**src/rtl/fci_pkg.sv**
```systemverilog
`default_nettype none
package fci_pkg;

    typedef struct packed {
        logic [1:0]  req_type;
        logic [11:0] word_addr;
        logic [15:0] write_data;
    } t_in_item;

    typedef struct packed {
        logic [15:0] read_data;
        logic [1:0]  lane_busy;
    } t_out_item;

    typedef enum logic [1:0] {
        MODE_READ  = 2'd0,
        MODE_ID    = 2'd1,
        MODE_PROG  = 2'd2,
        MODE_ERASE = 2'd3
    } t_mode;

    localparam logic [1:0] REQ_READ  = 2'd0;
    localparam logic [1:0] REQ_WRITE = 2'd1;
    localparam logic [1:0] REQ_TICK  = 2'd2;
    localparam logic [1:0] REQ_NONE  = 2'd3;

    localparam logic [1:0] CFG_BUSY_TICKS = 2'd0;
    localparam logic [1:0] CFG_VENDOR     = 2'd1;
    localparam logic [1:0] CFG_DEVICE     = 2'd2;

    localparam logic [15:0] RST_BUSY_TICKS = 16'd16;
    localparam logic [7:0]  RST_VENDOR     = 8'h04;
    localparam logic [7:0]  RST_DEVICE     = 8'hD4;

    localparam logic [7:0] CMD_UNLOCK1 = 8'hAA;
    localparam logic [7:0] CMD_UNLOCK2 = 8'h55;
    localparam logic [7:0] CMD_ERASE   = 8'h80;
    localparam logic [7:0] CMD_SECTOR  = 8'h30;
    localparam logic [7:0] CMD_PROGRAM = 8'hA0;
    localparam logic [7:0] CMD_ID      = 8'h90;
    localparam logic [7:0] CMD_RESET   = 8'hF0;

    localparam logic [2:0] PH_IDLE   = 3'd0;
    localparam logic [2:0] PH_UNL1   = 3'd1;
    localparam logic [2:0] PH_UNL2   = 3'd2;
    localparam logic [2:0] PH_ER_UN1 = 3'd3;
    localparam logic [2:0] PH_ER_UN2 = 3'd4;
    localparam logic [2:0] PH_ER_CMD = 3'd5;
    localparam logic [2:0] PH_PDATA  = 3'd6;

    // controller -> datapath
    typedef struct packed {
        logic clr_we;
        logic accept;
        logic rd_req;      // read array at request address
        logic rd_target;   // read array at a lane's target word
        logic lane_sel;
        logic read_resp;
        logic lane_write;
        logic tick;
        logic fin;
    } t_cmd;

    // datapath -> controller
    typedef struct packed {
        logic       clr_last;
        logic       out_free;  // output register can take a result this cycle
        logic [1:0] req_type;
    } t_status;

endpackage
`default_nettype wire

```
**src/rtl/fci_ctrl.sv**
```systemverilog
`default_nettype none
module fci_ctrl
    import fci_pkg::*;
(
    input  wire logic    i_clk,
    input  wire logic    i_rst_n,
    input  wire logic    i_in_valid,
    output logic         o_in_ready,
    input  wire t_status i_status,
    output t_cmd         o_cmd
);

    typedef enum logic [9:0] {
        S_CLEAR = 10'b0000000001,
        S_IDLE  = 10'b0000000010,
        S_RD    = 10'b0000000100,
        S_RESP  = 10'b0000001000,
        S_WR    = 10'b0000010000,
        S_TRD0  = 10'b0000100000,
        S_TWR0  = 10'b0001000000,
        S_TRD1  = 10'b0010000000,
        S_TWR1  = 10'b0100000000,
        S_FIN   = 10'b1000000000
    } t_state;

    t_state r_state, n_state;

    assign o_in_ready = (r_state == S_IDLE);

    always_comb begin
        n_state = r_state;
        o_cmd   = '0;
        unique case (r_state)
            S_CLEAR: begin
                o_cmd.clr_we = 1'b1;
                if (i_status.clr_last) n_state = S_IDLE;
            end
            S_IDLE: begin
                if (o_in_ready && i_in_valid) begin
                    o_cmd.accept = 1'b1;
                    n_state      = S_RD;
                end
            end
            S_RD: begin
                // request latched; dispatch on its type
                priority case (i_status.req_type)
                    REQ_READ: begin
                        o_cmd.rd_req = 1'b1;
                        n_state      = S_RESP;
                    end
                    REQ_WRITE: n_state = S_WR;
                    REQ_TICK:  n_state = S_TRD0;
                    default:   n_state = S_FIN;
                endcase
            end
            S_RESP: begin
                o_cmd.read_resp = 1'b1;
                n_state         = S_FIN;
            end
            S_WR: begin
                o_cmd.lane_write = 1'b1;
                n_state          = S_FIN;
            end
            S_TRD0: begin
                o_cmd.rd_target = 1'b1;
                n_state         = S_TWR0;
            end
            S_TWR0: begin
                o_cmd.tick = 1'b1;
                n_state    = S_TRD1;
            end
            S_TRD1: begin
                o_cmd.rd_target = 1'b1;
                o_cmd.lane_sel  = 1'b1;
                n_state         = S_TWR1;
            end
            S_TWR1: begin
                o_cmd.tick     = 1'b1;
                o_cmd.lane_sel = 1'b1;
                n_state        = S_FIN;
            end
            S_FIN: begin
                // hold until the output register is free
                if (i_status.out_free) begin
                    o_cmd.fin = 1'b1;
                    n_state   = S_IDLE;
                end
            end
            default: n_state = S_IDLE;
        endcase
    end

    always_ff @(posedge i_clk) begin
        if (!i_rst_n) begin
            r_state <= S_CLEAR;
        end else begin
            r_state <= n_state;
        end
    end

endmodule
`default_nettype wire

```
**config.mk**
```make
export PLATFORM = sky130hd
export DESIGN_NAME = fci_ctrl
export DESIGN_NICKNAME = d
export VERILOG_FILES = /design/src/rtl/fci_pkg.sv /design/src/rtl/fci_ctrl.sv
export SDC_FILE = /design/constraint.sdc
export NUM_CORES = 1
export LEC_CHECK = 0
export BUFFER_PORTS_ARGS = -buffer_cell sky130_fd_sc_hd__buf_2
export CAP_MARGIN = 10
export CORE_MARGIN = 1
export CORE_UTILIZATION = 40
export DETAILED_ROUTE_END_ITERATION = 10
export PLACE_DENSITY = 0.75
export REMOVE_ABC_BUFFERS = 1
export SETUP_SLACK_MARGIN = 0.3
export SKIP_CTS_REPAIR_TIMING = 1
export SLEW_MARGIN = 40
export SYNTH_ARGS = -nofsm -noshare
export SYNTH_HDL_FRONTEND = slang
export SYNTH_SLANG_ARGS = --single-unit
```
**constraint.sdc**
```tcl
create_clock -name i_clk -period 3.2 [get_ports i_clk]
set_clock_uncertainty 0.2 [all_clocks]
set_input_delay 0.16 -clock i_clk [delete_from_list [all_inputs] [get_ports i_clk]]
set_output_delay 0.16 -clock i_clk [all_outputs]
set_load 0.005 [all_outputs]
```
==> impl_results.md <==
* Clock root cell: clkbuf_4
* Post-DRT Antenna Nets at 0
* GPL Wtd Cong at 0.780
* Syn_area_per_cell at 8.01 um2
* Via density at 5.62
* Peak supply drop at 255 uV
* CP Launch Type: flip-flop
* Clock Pin Slew Worst Setup and Hold Paths at 0.07 ns
* Area growth, synth to finish at 27.7%
* # Max-Cap Violations at 0
* Multi-input gate area at 377 um2
* Starting DRT DRC Count at 20
* Initial antenna violation count at 0
* DP Worst Slack at 1.00 ns
* Post-synthesis cell count at 75
* Worst reg-to-reg path cell count at 6
* Fmax at 369 MHz
* Chip width at 40.8 um
* DRT Wirelength at 1.46 mm
* Synthesized cell area at 601 um2
* H-tree Lvls at 1
* Sequential area share after synthesis at 33.3%
* Post-synth top flop: dfxtp_1
* CTS tree: built
* Max Fanout on Critical Path at 7
* Worst hold stages at 3
* Top-area cell type share of the netlist area at 33.3%
* Biggest register: r_state
* IO Port Bufs at 16
* Share of cells above drive strength 1 at 29.9%
* FF-to-FF End: r_state[3]
* Register area at 200 um2
* Clk_lat worst skew at 0.27 ns
* Largest net degree at the start of global routing at 9
* Fin util at 56.8%
* CTS buffer count at 3
* Fin crit period at 2.71 ns
* Diode count at 0
* WHS at 0.0746 ns
* Initial core utilization at 44.5%
* IO Count at 17
* Num rows at 13
* Max Root-Sink Buffers at 2
* Final Setup Violations at 0
* CP Class: reg2reg
* Final period utilization at 84.7%
* PwrDens at 378 nW/um2
* Post-DP HPWL at 1.10 mm
* Static leakage at 0.344 nW
* Min-delay worst type: in2reg
* TritonRoute pass-1 iters at 4
* Die Ht at 40.8 um
* NumNets Final at 105
* CP Launch Point: r_state[2]
* Worst setup EP type: flip-flop
* Outcome: complete, no violations
* Total negative slack at 0 ns
* Worst setup path endpoint: r_state[3]
* Post-synthesis cell type count at 30
* Synth warn at 0
* Via count at 629
* CP required at 3.15 ns
* Synth area leader: dfxtp_1
* Final routed wire length divided by cell count at 13.0 um
* Final Slew Violations at 0
* RSZ-0062 raised after global routing: no
* Top post-synthesis cells by count: dfxtp_1, nor2_1, nor4_1
* Max FFs per register at 10
* Largest regs: r_state (10)
* Total track usage at 21.5%
* Remaining DRCs at 0
* Worst-Margin Slew at 0.408 ns
* Fin. Hold Viols at 0
* Die Area at 1660 um2
* Final global-route overflow total at 0
* Final worst slack at 0.489 ns
* Rel. slew slack at 72.6%
* FF-to-FF Start: r_state[2]
* Fill cell count at 127
* Clock sinks at 10
* Flops & latches, synth at 10
* Vias in the first global route at 505
* Core ar. at 1350 um2
* R2R Setup Slk at 0.49 ns
* Fraction of registers with async set/reset at 0%
* Worst path arrival time at 2.67 ns
* EDFF count, synth at 0
* First-pass GRT wire length at 2.29 mm
* Synth top area cells: dfxtp_1, nor4_1, nor2_1
critical path: stages (launching register included):
cell,delay (ns)
dfxtp_1,0.35
or4_2,0.74
nor3_1,0.37
nand2b_1,0.12
nand3b_2,0.19
nor4_1,0.07
dlygate4sd3_1,0.56
kinds of logic after synthesis:
kind of cell / Yosys count / share of synthesized area, %
AOI/OAI and AO/OA: 4 / 4.37
DFF: 10 / 33.3
xor gates and xnor gates: 2 / 2.92
and+or+nand+nor: 53 / 55.4
buffers and inverters: 6 / 3.96
layout make-up:
class                      instances  share of cell area [%]
tap                               15                    2.45
clock buffer                       4                    4.73
timing repair buffer              20                    15.7
inverter                           4                    1.96
sequential                        10                    26.1
multi-input combinational         59                    49.1
per-stage QoR:
stage,power (mW),cells,area (um2)
2_1_floorplan,0.160,73,592
3_3_place_gp,0.174,104,691
3_5_place_dp,0.175,104,691
4_1_cts,0.288,108,727
5_1_grt,0.305,112,767
6_report,0.290,112,767
where the power goes:
part           switching, mW  internal, mW
clock network         0.0456        0.0691
registers            0.00428         0.128
logic                 0.0214        0.0216
total                 0.0713         0.218
cell usage in the layout (no fill, tap or decap):
| master | Yosys | routed |
|---|---|---|
| o21ai_0 | 1 | 1 |
| or2_2 | 2 | 2 |
| nand2b_1 | 5 | 5 |
| or4_2 | 1 | 1 |
| and2_1 | 1 | 1 |
| nor3b_1 | 1 | 1 |
| nor4b_1 | 1 | 1 |
| clkbuf_8 | 0 | 1 |
| nor3_1 | 5 | 5 |
| nand4_1 | 1 | 1 |
| and4_1 | 1 | 1 |
| or4_4 | 2 | 2 |
| dlygate4sd3_1 | 0 | 4 |
| nand3_1 | 4 | 4 |
| nand4b_1 | 1 | 1 |
| or2_4 | 1 | 1 |
| or3_1 | 1 | 1 |
| inv_1 | 4 | 4 |
| dfxtp_1 | 10 | 10 |
| clkbuf_4 | 0 | 3 |
| buf_2 | 1 | 16 |
| nand3b_1 | 1 | 1 |
| a31oi_1 | 1 | 1 |
| a21bo_2 | 1 | 1 |
| nor4_1 | 8 | 8 |
| nand2_1 | 2 | 2 |
| a21oi_1 | 1 | 1 |
| nand3b_2 | 1 | 1 |
| xnor2_1 | 2 | 2 |
| nor4b_2 | 1 | 1 |
| or4_1 | 3 | 3 |
| nor2_1 | 10 | 10 |
routing by layer:
| metal | global-route usage (%) | share of wire, % | up-vias |
|---|---|---|---|
| met5 | 0 | 0 | - |
| met4 | 2.50 | 0.82 | 0 |
| met3 | 10.3 | 6.5 | 2 |
| met2 | 32.1 | 45 | 19 |
| met1 | 28.5 | 47 | 284 |
| li1 | - | - | 324 |
how the worst min path moves through the flow:
stage           startpoint          to  slack [ns]
2_1_floorplan  i_status[0]  r_state[3]        0.04
3_3_place_gp   i_status[1]  r_state[3]        0.17
3_5_place_dp   i_status[1]  r_state[3]        0.19
4_1_cts        i_status[1]  r_state[3]       -0.09
5_1_grt        i_status[3]  r_state[0]        0.08
6_report       i_status[2]  r_state[9]        0.07
(Power assumes the default switching activity.)
